[src/rtl/drbrlt_pkg.sv]
// Shared types and constants for the DRAM bank row latency tracker.
// No dependencies; used by the controller, datapath and top level.
package drbrlt_pkg;

    localparam int NUM_BANKS    = 8;
    localparam int BANK_BITS    = $clog2(NUM_BANKS);
    localparam int BURST_CYCLES = 4;
    localparam int BUS_BITS     = 32;
    localparam int ADDR_BITS    = 32;
    localparam int LEN_BITS     = 16;

    localparam int BANK_LSB     = 12;
    localparam int ROW_LSB      = 15;
    localparam int ROW_BITS     = ADDR_BITS - ROW_LSB;

    localparam int BURST_BYTES  = 2 * BURST_CYCLES * BUS_BITS / 8;
    localparam int BURST_SHIFT  = $clog2(BURST_BYTES);
    localparam int WBEAT_BYTES  = 8;
    localparam int WBEAT_SHIFT  = $clog2(WBEAT_BYTES);

    localparam int LIMIT_BITS   = 33;
    localparam int DELAY_BITS   = 6;
    localparam int CFG_BITS     = LIMIT_BITS;
    localparam int CFG_IDX_BITS = 2;
    localparam int CYCLES_BITS  = 14;

    localparam logic [CYCLES_BITS-1:0] CYCLES_MAX = '1;
    localparam logic [LIMIT_BITS-1:0]  LIMIT_RESET = LIMIT_BITS'(65536);
    localparam logic [DELAY_BITS-1:0]  DELAY_RESET = DELAY_BITS'(16);

    typedef enum logic [1:0] {
        ACT_READ  = 2'd0,
        ACT_WRITE = 2'd1
    } action_t;

    typedef enum logic [1:0] {
        ST_OK       = 2'd0,
        ST_CMD_ERR  = 2'd1,
        ST_ADDR_ERR = 2'd2
    } status_t;

    typedef enum logic [CFG_IDX_BITS-1:0] {
        CFG_MEM_LIMIT = 2'd0,
        CFG_CAS       = 2'd1,
        CFG_ACTIVATE  = 2'd2,
        CFG_PRECHARGE = 2'd3
    } cfg_idx_t;

    typedef struct packed {
        logic load_in;
        logic load_out;
    } dp_cmd_t;

endpackage

[src/rtl/drbrlt_ctrl.sv]
// Controller state machine for the latency tracker.
// Depends on drbrlt_pkg; drives load commands into drbrlt_dpath.
module drbrlt_ctrl
(
    input  logic               clk,
    input  logic               rst_n,
    input  logic               in_valid,
    output logic               in_ready,
    output logic               out_valid,
    input  logic               out_ready,
    output drbrlt_pkg::dp_cmd_t cmd
);

    typedef enum logic {
        S_IDLE,
        S_CALC
    } state_t;

    state_t state_reg, state_next;
    logic   out_valid_reg, out_valid_next;

    always_comb
    begin
        cmd.load_in  = 1'b0;
        cmd.load_out = 1'b0;
        state_next   = state_reg;
        out_valid_next = out_valid_reg && !out_ready;
        case (state_reg)
            S_IDLE:
            begin
                if (in_valid)
                begin
                    cmd.load_in = 1'b1;
                    state_next   = S_CALC;
                end
            end
            S_CALC:
            begin
                if (!out_valid_reg || out_ready)
                begin
                    cmd.load_out   = 1'b1;
                    out_valid_next = 1'b1;
                    state_next     = S_IDLE;
                end
            end
            default:
            begin
                state_next = S_IDLE;
            end
        endcase
    end

    always_ff @(posedge clk or negedge rst_n)
    begin
        if (!rst_n)
        begin
            state_reg     <= S_IDLE;
            out_valid_reg <= 1'b0;
        end
        else
        begin
            state_reg     <= state_next;
            out_valid_reg <= out_valid_next;
        end
    end

    assign in_ready  = (state_reg == S_IDLE);
    assign out_valid = out_valid_reg;

endmodule

[src/rtl/drbrlt_dpath.sv]
// Datapath: config registers, bank open-row table and latency arithmetic.
// Depends on drbrlt_pkg; sequenced by drbrlt_ctrl.
module drbrlt_dpath
(
    input  logic                                clk,
    input  logic                                rst_n,
    input  drbrlt_pkg::dp_cmd_t                 cmd,
    input  logic                                cfg_we,
    input  logic [drbrlt_pkg::CFG_IDX_BITS-1:0] cfg_index,
    input  logic [drbrlt_pkg::CFG_BITS-1:0]     cfg_data,
    input  logic [1:0]                          action,
    input  logic [drbrlt_pkg::ADDR_BITS-1:0]    address,
    input  logic [drbrlt_pkg::LEN_BITS-1:0]     length,
    output logic [drbrlt_pkg::CYCLES_BITS-1:0]  cycles,
    output logic [1:0]                          status
);

    logic [drbrlt_pkg::LIMIT_BITS-1:0] mem_limit_reg;
    logic [drbrlt_pkg::DELAY_BITS-1:0] cas_reg, act_reg, pre_reg;

    logic [1:0]                        action_reg;
    logic [drbrlt_pkg::ADDR_BITS-1:0]  address_reg;
    logic [drbrlt_pkg::LEN_BITS-1:0]   length_reg;

    logic [drbrlt_pkg::NUM_BANKS-1:0]  bank_open_reg;
    logic [drbrlt_pkg::ROW_BITS-1:0]   bank_row_reg [drbrlt_pkg::NUM_BANKS];

    logic [drbrlt_pkg::CYCLES_BITS-1:0] cycles_reg, cycles_next;
    logic [1:0]                         status_reg, status_next;

    logic [drbrlt_pkg::BANK_BITS-1:0]  bank;
    logic [drbrlt_pkg::ROW_BITS-1:0]   row;
    logic                              addr_err;
    logic                              do_update;
    logic [drbrlt_pkg::LEN_BITS:0]     rd_round, wr_round;
    logic [drbrlt_pkg::CYCLES_BITS:0]  rd_sum, wr_cycles;
    logic [drbrlt_pkg::CYCLES_BITS:0]  row_penalty;

    always_ff @(posedge clk or negedge rst_n)
    begin
        if (!rst_n)
        begin
            mem_limit_reg <= drbrlt_pkg::LIMIT_RESET;
            cas_reg       <= drbrlt_pkg::DELAY_RESET;
            act_reg       <= drbrlt_pkg::DELAY_RESET;
            pre_reg       <= drbrlt_pkg::DELAY_RESET;
        end
        else if (cfg_we)
        begin
            case (drbrlt_pkg::cfg_idx_t'(cfg_index))
                drbrlt_pkg::CFG_MEM_LIMIT: mem_limit_reg <= cfg_data;
                drbrlt_pkg::CFG_CAS:
                    cas_reg <= cfg_data[drbrlt_pkg::DELAY_BITS-1:0];
                drbrlt_pkg::CFG_ACTIVATE:
                    act_reg <= cfg_data[drbrlt_pkg::DELAY_BITS-1:0];
                drbrlt_pkg::CFG_PRECHARGE:
                    pre_reg <= cfg_data[drbrlt_pkg::DELAY_BITS-1:0];
                default: ;
            endcase
        end
    end

    always_ff @(posedge clk)
    begin
        if (cmd.load_in)
        begin
            action_reg  <= action;
            address_reg <= address;
            length_reg  <= length;
        end
    end

    assign bank = address_reg[drbrlt_pkg::BANK_LSB +: drbrlt_pkg::BANK_BITS];
    assign row  = address_reg[drbrlt_pkg::ROW_LSB +: drbrlt_pkg::ROW_BITS];
    assign addr_err = {1'b0, address_reg} >= mem_limit_reg;

    always_comb
    begin
        rd_round = {1'b0, length_reg} + (drbrlt_pkg::LEN_BITS+1)'(drbrlt_pkg::BURST_BYTES - 1);
        wr_round = {1'b0, length_reg} + (drbrlt_pkg::LEN_BITS+1)'(drbrlt_pkg::WBEAT_BYTES - 1);
        wr_cycles = (drbrlt_pkg::CYCLES_BITS+1)'(wr_round >> drbrlt_pkg::WBEAT_SHIFT);

        if (!bank_open_reg[bank])
            row_penalty = (drbrlt_pkg::CYCLES_BITS+1)'(act_reg);
        else if (bank_row_reg[bank] != row)
            row_penalty = (drbrlt_pkg::CYCLES_BITS+1)'(act_reg)
                        + (drbrlt_pkg::CYCLES_BITS+1)'(pre_reg);
        else
            row_penalty = '0;

        rd_sum = (drbrlt_pkg::CYCLES_BITS+1)'(
                     (rd_round >> drbrlt_pkg::BURST_SHIFT) * drbrlt_pkg::BURST_CYCLES)
               + (drbrlt_pkg::CYCLES_BITS+1)'(cas_reg)
               + row_penalty;

        do_update   = 1'b0;
        cycles_next = '0;
        status_next = drbrlt_pkg::ST_OK;
        if (addr_err)
        begin
            status_next = drbrlt_pkg::ST_ADDR_ERR;
        end
        else
        begin
            case (action_reg)
                drbrlt_pkg::ACT_READ:
                begin
                    do_update   = 1'b1;
                    cycles_next = rd_sum[drbrlt_pkg::CYCLES_BITS] ? drbrlt_pkg::CYCLES_MAX
                                : rd_sum[drbrlt_pkg::CYCLES_BITS-1:0];
                end
                drbrlt_pkg::ACT_WRITE:
                begin
                    do_update   = 1'b1;
                    cycles_next = wr_cycles[drbrlt_pkg::CYCLES_BITS] ? drbrlt_pkg::CYCLES_MAX
                                : wr_cycles[drbrlt_pkg::CYCLES_BITS-1:0];
                end
                default:
                begin
                    status_next = drbrlt_pkg::ST_CMD_ERR;
                end
            endcase
        end
    end

    always_ff @(posedge clk or negedge rst_n)
    begin
        if (!rst_n)
            bank_open_reg <= '0;
        else if (cmd.load_out && do_update)
            bank_open_reg[bank] <= 1'b1;
    end

    always_ff @(posedge clk)
    begin
        if (cmd.load_out && do_update)
            bank_row_reg[bank] <= row;
        if (cmd.load_out)
        begin
            cycles_reg <= cycles_next;
            status_reg <= status_next;
        end
    end

    assign cycles = cycles_reg;
    assign status = status_reg;

endmodule

[src/rtl/dram_bank_row_latency_tracker_unit.sv]
// Top level of the DRAM bank row latency tracker.
// Depends on drbrlt_pkg, drbrlt_ctrl and drbrlt_dpath.
//
//   Channel   Handshake             Beat contents
//   input     in_valid / in_ready   action, address, length
//   output    out_valid / out_ready cycles, status
//   config    cfg_we                cfg_index, cfg_data
//
// Each beat is captured in the idle state; the compute state then looks up the
// bank table, computes the latency and updates the table and the result register.
// A new input beat is taken only in the idle state, once the last result is loaded.
// A stalled result holds in the output register; the next request is captured
// meanwhile and waits in the compute state until the result is taken.
// Reset clears the control state and the bank open bits and loads the config defaults.
module dram_bank_row_latency_tracker_unit
(
    input  logic                                clk,
    input  logic                                rst_n,
    input  logic                                in_valid,
    output logic                                in_ready,
    input  logic [1:0]                          action,
    input  logic [drbrlt_pkg::ADDR_BITS-1:0]    address,
    input  logic [drbrlt_pkg::LEN_BITS-1:0]     length,
    output logic                                out_valid,
    input  logic                                out_ready,
    output logic [drbrlt_pkg::CYCLES_BITS-1:0]  cycles,
    output logic [1:0]                          status,
    input  logic                                cfg_we,
    input  logic [drbrlt_pkg::CFG_IDX_BITS-1:0] cfg_index,
    input  logic [drbrlt_pkg::CFG_BITS-1:0]     cfg_data
);

    drbrlt_pkg::dp_cmd_t cmd;

    drbrlt_ctrl u_ctrl
    (
        .clk       (clk),
        .rst_n     (rst_n),
        .in_valid  (in_valid),
        .in_ready  (in_ready),
        .out_valid (out_valid),
        .out_ready (out_ready),
        .cmd       (cmd)
    );

    drbrlt_dpath u_dpath
    (
        .clk       (clk),
        .rst_n     (rst_n),
        .cmd       (cmd),
        .cfg_we    (cfg_we),
        .cfg_index (cfg_index),
        .cfg_data  (cfg_data),
        .action    (action),
        .address   (address),
        .length    (length),
        .cycles    (cycles),
        .status    (status)
    );

endmodule
[config.mk]
export PLATFORM = sky130hd
export DESIGN_NAME = dram_bank_row_latency_tracker_unit
export DESIGN_NICKNAME = d
export VERILOG_FILES = /design/src/rtl/drbrlt_pkg.sv /design/src/rtl/drbrlt_ctrl.sv /design/src/rtl/drbrlt_dpath.sv /design/src/rtl/dram_bank_row_latency_tracker_unit.sv
export SDC_FILE = /design/constraint.sdc
export NUM_CORES = 1
export LEC_CHECK = 0
export ABC_AREA = 1
export BUFFER_PORTS_ARGS = -buffer_cell sky130_fd_sc_hd__buf_2
export CORE_MARGIN = 2
export CORE_UTILIZATION = 35
export DETAILED_ROUTE_END_ITERATION = 10
export GPL_ROUTABILITY_DRIVEN = 0
export PLACE_DENSITY = 0.62
export SLEW_MARGIN = 20
export SYNTH_ARGS = -nofsm -noshare
export SYNTH_HDL_FRONTEND = slang
export SYNTH_HIERARCHICAL = 1
export SYNTH_SLANG_ARGS = --single-unit
[constraint.sdc]
create_clock -name clk -period 11.5 [get_ports clk]
set_clock_uncertainty 0.15 [all_clocks]
set_input_delay 1.15 -clock clk [delete_from_list [all_inputs] [get_ports clk]]
set_output_delay 1.15 -clock clk [all_outputs]
set_load 0.03 [all_outputs]
==> results of run 1 <==
## final cells by class
| type | count | area share, % |
|---|---|---|
| sequential | 266 | 52.8 |
| clock buffer | 46 | 5.57 |
| multi-input combinational | 797 | 28.0 |
| timing repair buffer | 113 | 4.00 |
| clock inverter | 6 | 0.569 |
| inverter | 198 | 5.14 |
| tap | 461 | 3.97 |
## per-layer routing
| metal | global-route usage (%) | vias to the layer above |
|---|---|---|
| li1 | - | 4516 |
| met1 | 19.9 | 4224 |
| met2 | 25.4 | 220 |
| met3 | 2.16 | 43 |
| met4 | 3.98 | 0 |
| met5 | 0 | - |
## metrics by stage
stage,setup WS (ps),util (%)
2_1_floorplan,7830,-
3_3_place_gp,6210,38.3
3_5_place_dp,6220,38.3
4_1_cts,6210,40.8
5_1_grt,5580,40.8
6_report,6270,40.8
## cells in the final DEF (no fill, tap or decap), drive strengths merged, types with 2 or more instances in the layout
cell type / n
o22ai: 2
nor2: 104
o211ai: 2
a21oi: 67
dfrtp: 57
nand3: 135
xnor2: 3
nand2: 309
edfxtp: 202
nand3b: 11
dfxtp: 3
dfstp: 4
nand4: 15
clkinv: 6
o21ai: 56
nor3b: 2
a32oi: 2
clkbuf: 46
or2: 8
nor4: 2
xor2: 3
inv: 197
ha: 48
nor3: 13
a21o: 4
a31oi: 3
buf: 113
fa: 6
## worst paths after layout
| check | depth (start not counted) | startpoint | end | slack, ps |
|---|---|---|---|---|
| setup / recovery | 25 | flip-flop | u_dpath/cycles[13] | 6270 |
| hold / removal | 2 | u_dpath/bank_open_reg[3] | u_dpath/bank_open_reg[3] | 300 |
| setup reg to reg | 25 | flip-flop | u_dpath/cycles[13] | 6270 |
| hold reg to reg | 2 | u_dpath/bank_open_reg[3] | u_dpath/bank_open_reg[3] | 300 |
| max in group asynchronous | 2 | rst_n | u_dpath/act_reg[2] | 10060 |
| min in group asynchronous | 2 | rst_n | u_dpath/bank_open_reg[0] | 620 |
## cell usage after synthesis
cell and n:
nand2_1 308, edfxtp_1 202, inv_1 194, nand3_1 134
nor2_1 104, a21oi_1 66, dfrtp_1 57, o21ai_0 53
ha_1 48, clkbuf_1 16, nand4_1 14, buf_2 13
nor3_1 13, nand3b_1 11, or2_2 8, fa_1 6
buf_6 5, a21o_1 4, dfstp_2 4, a31oi_1 3
dfxtp_1 3, o21ai_1 3, xnor2_1 3, xor2_1 3
a32oi_1 2, buf_1 2, buf_4 2, clkinv_1 2
inv_2 2, nor3b_1 2, nor4_1 2, o211ai_1 2
o22ai_1 2, a21boi_0 1, a21oi_2 1, a22oi_1 1
nand2_2 1, nand3_2 1, nand4_2 1
## power by group through the flow
stage	registers (mW)	logic (mW)	clock network, mW
after global placement	1.18	0.501	0
after detailed placement	1.18	0.508	0
after CTS	1.16	0.511	0.880
after global routing	1.17	0.585	0.918
after floorplan	1.18	0.370	0
final	1.16	0.507	0.862
## critical path, stage by stage (launching register included)
cell	delay [ps]
dfxtp_1	830
clkinv_1	790
nand3_1	330
nand2_1	70
nand2_1	60
nand2_1	60
nor2_1	120
nand2_1	80
nor2_1	130
nand3_2	200
nand3_1	120
nand2_1	50
inv_1	60
fa_1	440
fa_1	440
inv_1	90
nand3_1	70
nand2_1	110
a31oi_1	110
nor2_1	130
nor2_1	60
nor2_1	190
nand3_1	100
nand2_1	70
nand2_1	40
a21oi_1	160
## cell families (layout without fill, tap and decap cells)
kind of cell | after synthesis | count (layout) | synth area share (%)
flops | 266 | 266 | 60.5
buf+inv | 236 | 363 | 7.48
fa+ha+maj | 54 | 54 | 5.69
compound gates | 138 | 138 | 5.75
xor+xnor | 6 | 6 | 0.415
simple gates | 599 | 599 | 20.2
==> out/results.ini, run 1 <==
[outcome]
status=finished, final reports clean

[layout]
stdcell_count=1887
drive_gt1_share_pct=12.1
fillers=3518
antennaDiodeCount=0
multi_input_area_um2=4070
largest_register_ffs=136
area_delta_synth_final_pct=14.6
ff_latch_area_um2=7660
nets=1548
design_area_um2=14500

[synth]
synth_largest_area_cell=edfxtp_1
syn_area_um2=12700
synth_cell_types=39
syn_inst=1299
synth_fp_nets=1443
ys_seq_area_share_pct=60.5
synth.top_cell.area_share_pct=47.9
ys_seq_elements=266
synth_area_leaders=edfxtp_1, dfrtp_1, nand2_1
yosysWarnings=6
syn_area_per_cell_um2=9.75

[drt]
via_count=9003
first_iter_violations=597
highest_layer=met4
met3_length_mm=1.37
via_per_inst=4.77
met1_length_mm=13.1
drc_errors=0
dr.pass1.iters=5
dr_wl_met2_mm=13.3
wl_per_cell_um=15.0
wl_mm=28.3
ant_nets=0

[critical_path]
path_class=reg2reg
arrival_ps=5440
cp-start-kind=flip-flop
cp-end-kind=flip-flop
cp.required_ps=11710
crit_fanout=18

[cts]
cts_root_buffer=clkbuf_16
cts_setup_buffers=0
insertion_delay_ps=570
cts_buffer_depth=3
cts_sinks=266
numCtsBuffers=28
clk_pin_slew_worst_paths_ps=60
htree_levels=1
tritoncts=built
cts_resized=0
ctsHoldBuffers=0

[power_and_ir_drop]
peakVddDrop_mv=0.115
switchingPower_mw=0.725
powerDensity_nw_per_um2=174
p_clk_share_pct=34.1
design_power_total_mw=2.53
p_leak_nw=6.55
p_comb_share_pct=20.0
switching_share_pct=28.7
seq_power_share_pct=45.9
p_int_mw=1.80

[floorplan]
rows=69
dieHeight_um=194
die_x_um=194
design.core.area_um2=35600
initial_core_util_pct=35.6
fp.dieArea_um2=37700
io_pins=108

[sta]
finalMaxSlewViolations=0
fmax_mhz=191
setup_violations=0
tightest_slew_ps=992
hold_viol=0
hold-worst-slack_ps=304
maxSlewHeadroom_pct=33.8
setup_tns_ps=0
rsz0062_at_grt=false
post-route-period-util_pct=45.5
fin_crit_ps=5230

[worst_hold_path]
hp-class=reg2reg

[grt]
grt_pass1_vias=8650
antenna_found_initial=0
grt_max_degree=72
grt_pass1_wl_mm=45.3
overflow=0
track_usage_pct=14.9

[placed_design]
numPlacedInstances=1835
hpwl_mm=18.9
portBuffers=107
place_area_um2=13600

[job]
cap_violations=0

(Power assumes the default switching activity.)
==> run 2: changes to the inputs <==
clock period = 5 ns   (was 11.5 ns; I/O delays follow)
==> run 2 against run 1 <==
Net effect:
- fmax increased by 20%
- largest cell class unchanged
- utilization up 1.7 points
- register-to-register slack got worse by 5600 ps
- non-clock buffer count is 66 higher
- clock power up 120%
- total power is 130% higher
- critical path type unchanged
==> out/results.ini, run 2 (synthesis results as in run 1) <==
[drt]
dr.pass1.iters=6
via_per_inst=4.71
ant_nets=0
first_iter_violations=634
drc_errors=0
wl_mm=28.7
wl_per_cell_um=14.7
via_count=9182

[sta]
fin_crit_ps=4350
hold_viol=0
rsz0062_at_grt=false
maxSlewHeadroom_pct=43.0
finalMaxSlewViolations=0
setup_tns_ps=0
setup_violations=0
fmax_mhz=230
post-route-period-util_pct=86.9
hold-worst-slack_ps=8.56
tightest_slew_ps=852

[critical_path]
cp-end-kind=flip-flop
cpMaxStageDelayCell=fa_1
crit_top_cell=nand2_1
cp-start-kind=flip-flop
cp.required_ps=5220
crit_fanout=44
cp_slowest_stage_delay_ps=460
arrival_ps=4570
path_class=reg2reg

[job]
cap_violations=0

[layout]
fin_util_pct=42.5
fillers=3446
largest_register_ffs=136
area_delta_synth_final_pct=19.3
design_area_um2=15100
layout_commonest_cell=nand2_1
drive_gt1_share_pct=12.9
mostFrequentLayoutCells=nand2_1, edfxtp_1, inv_1, nand3_1, buf_2
antennaDiodeCount=0
nets=1613

[grt]
grt_pass1_wl_mm=46.7
grt_max_degree=67
grt_pass1_vias=8971
antenna_found_initial=0
overflow=0
track_usage_pct=15.3

[cts]
cts_sinks=266
cts_setup_buffers=0
tritoncts=built
cts_buffer_depth=3
insertion_delay_ps=560
clk_pin_slew_worst_paths_ps=60
numCtsBuffers=27
cts_root_buffer=clkbuf_16
htree_levels=1

[floorplan]
die_x_um=194
io_pins=108
initial_core_util_pct=35.6
rows=69
design.core.area_um2=35600
dieHeight_um=194
fp.dieArea_um2=37700

[power_and_ir_drop]
p_leak_nw=6.84
peakVddDrop_mv=0.290
design_power_total_mw=5.80
powerDensity_nw_per_um2=384

[placed_design]
place_area_um2=13800
hpwl_mm=19.3
portBuffers=107

[outcome]
status=finished, final reports clean

[worst_hold_path]
hp-class=in2reg

run 2: cell types whose count changed in the layout (fill, tap and decap cells not counted), moves of 2 or more:
cell | previous run | this run
clkbuf_8 | 4 | 6
clkbuf_1 | 14 | 6
clkinv_1 | 3 | 5
buf_4 | 6 | 21
dlygate4sd3_1 | 0 | 49
clkinv_2 | 2 | 6
run 2: power breakdown:
part	leakage [nW]	internal [mW]	switching [mW]
Clock	0.425	1.09	0.825
Combinational	3.86	0.473	0.755
Sequential	2.56	2.56	0.100
run 2: worst paths after layout:
kind / start / to / slack [ps] / cells past startpoint
setup / recovery: flip-flop / u_dpath/cycles[13] / 650 / 28
hold / removal: address[15] / u_dpath/address_reg[15] / 9 / 1
setup reg to reg: flip-flop / u_dpath/cycles[13] / 650 / 28
hold reg to reg: u_dpath/bank_open_reg[2] / u_dpath/bank_open_reg[2] / 300 / 2
max in group asynchronous: rst_n / u_dpath/bank_open_reg[3] / 3670 / 3
min in group asynchronous: rst_n / u_ctrl/out_valid / 510 / 3
run 2: area by class of cell:
class                           instances  area, um2  area share, %
Inverter                              198        746           4.93
Clock buffer                           39        781           5.17
Timing Repair Buffer                  179       1210           8.04
Clock inverter                         11       70.1          0.464
Multi-Input combinational cell        797       4070           26.9
Sequential cell                       266       7660           50.7
Tap cell                              461        577           3.82
run 2: worst max-delay path: cells and delay by family, from the launching register on:
kind	cells	cell delay [ps]
AND/OR/NAND/NOR	20	1940
adder cells (fa/ha/maj)	2	900
AO/OA/AOI/OAI	3	320
flip-flops	1	370
buffers and inverters	3	480
run 2: repair_timing:
| item | in CTS | in global routing |
|---|---|---|
| endpoints found under the hold margin | 77 | 0 |
| gates resized for setup | 0 | 3 |
| hold buffers | 49 | 0 |
| endpoints found under the setup margin | 0 | 1 |
run 2: metal layers:
metal  routed length, um  global-route usage (%)  part of all wire [%]
met1               13300                    20.7                    46
met4                 429                    3.34                   1.5
met3                1330                    1.91                   4.6
met5                   0                       0                     0
met2               13700                    26.3                    48
run 2: metrics by stage:
| stage | cells | setup WS [ps] |
|---|---|---|
| 2_1_floorplan | 1299 | 1330 |
| 3_5_place_dp | 1852 | 577 |
| 5_1_grt | 1951 | 34.7 |
| 6_report | 1951 | 653 |
| 4_1_cts | 1951 | 524 |
| 3_3_place_gp | 1852 | 667 |
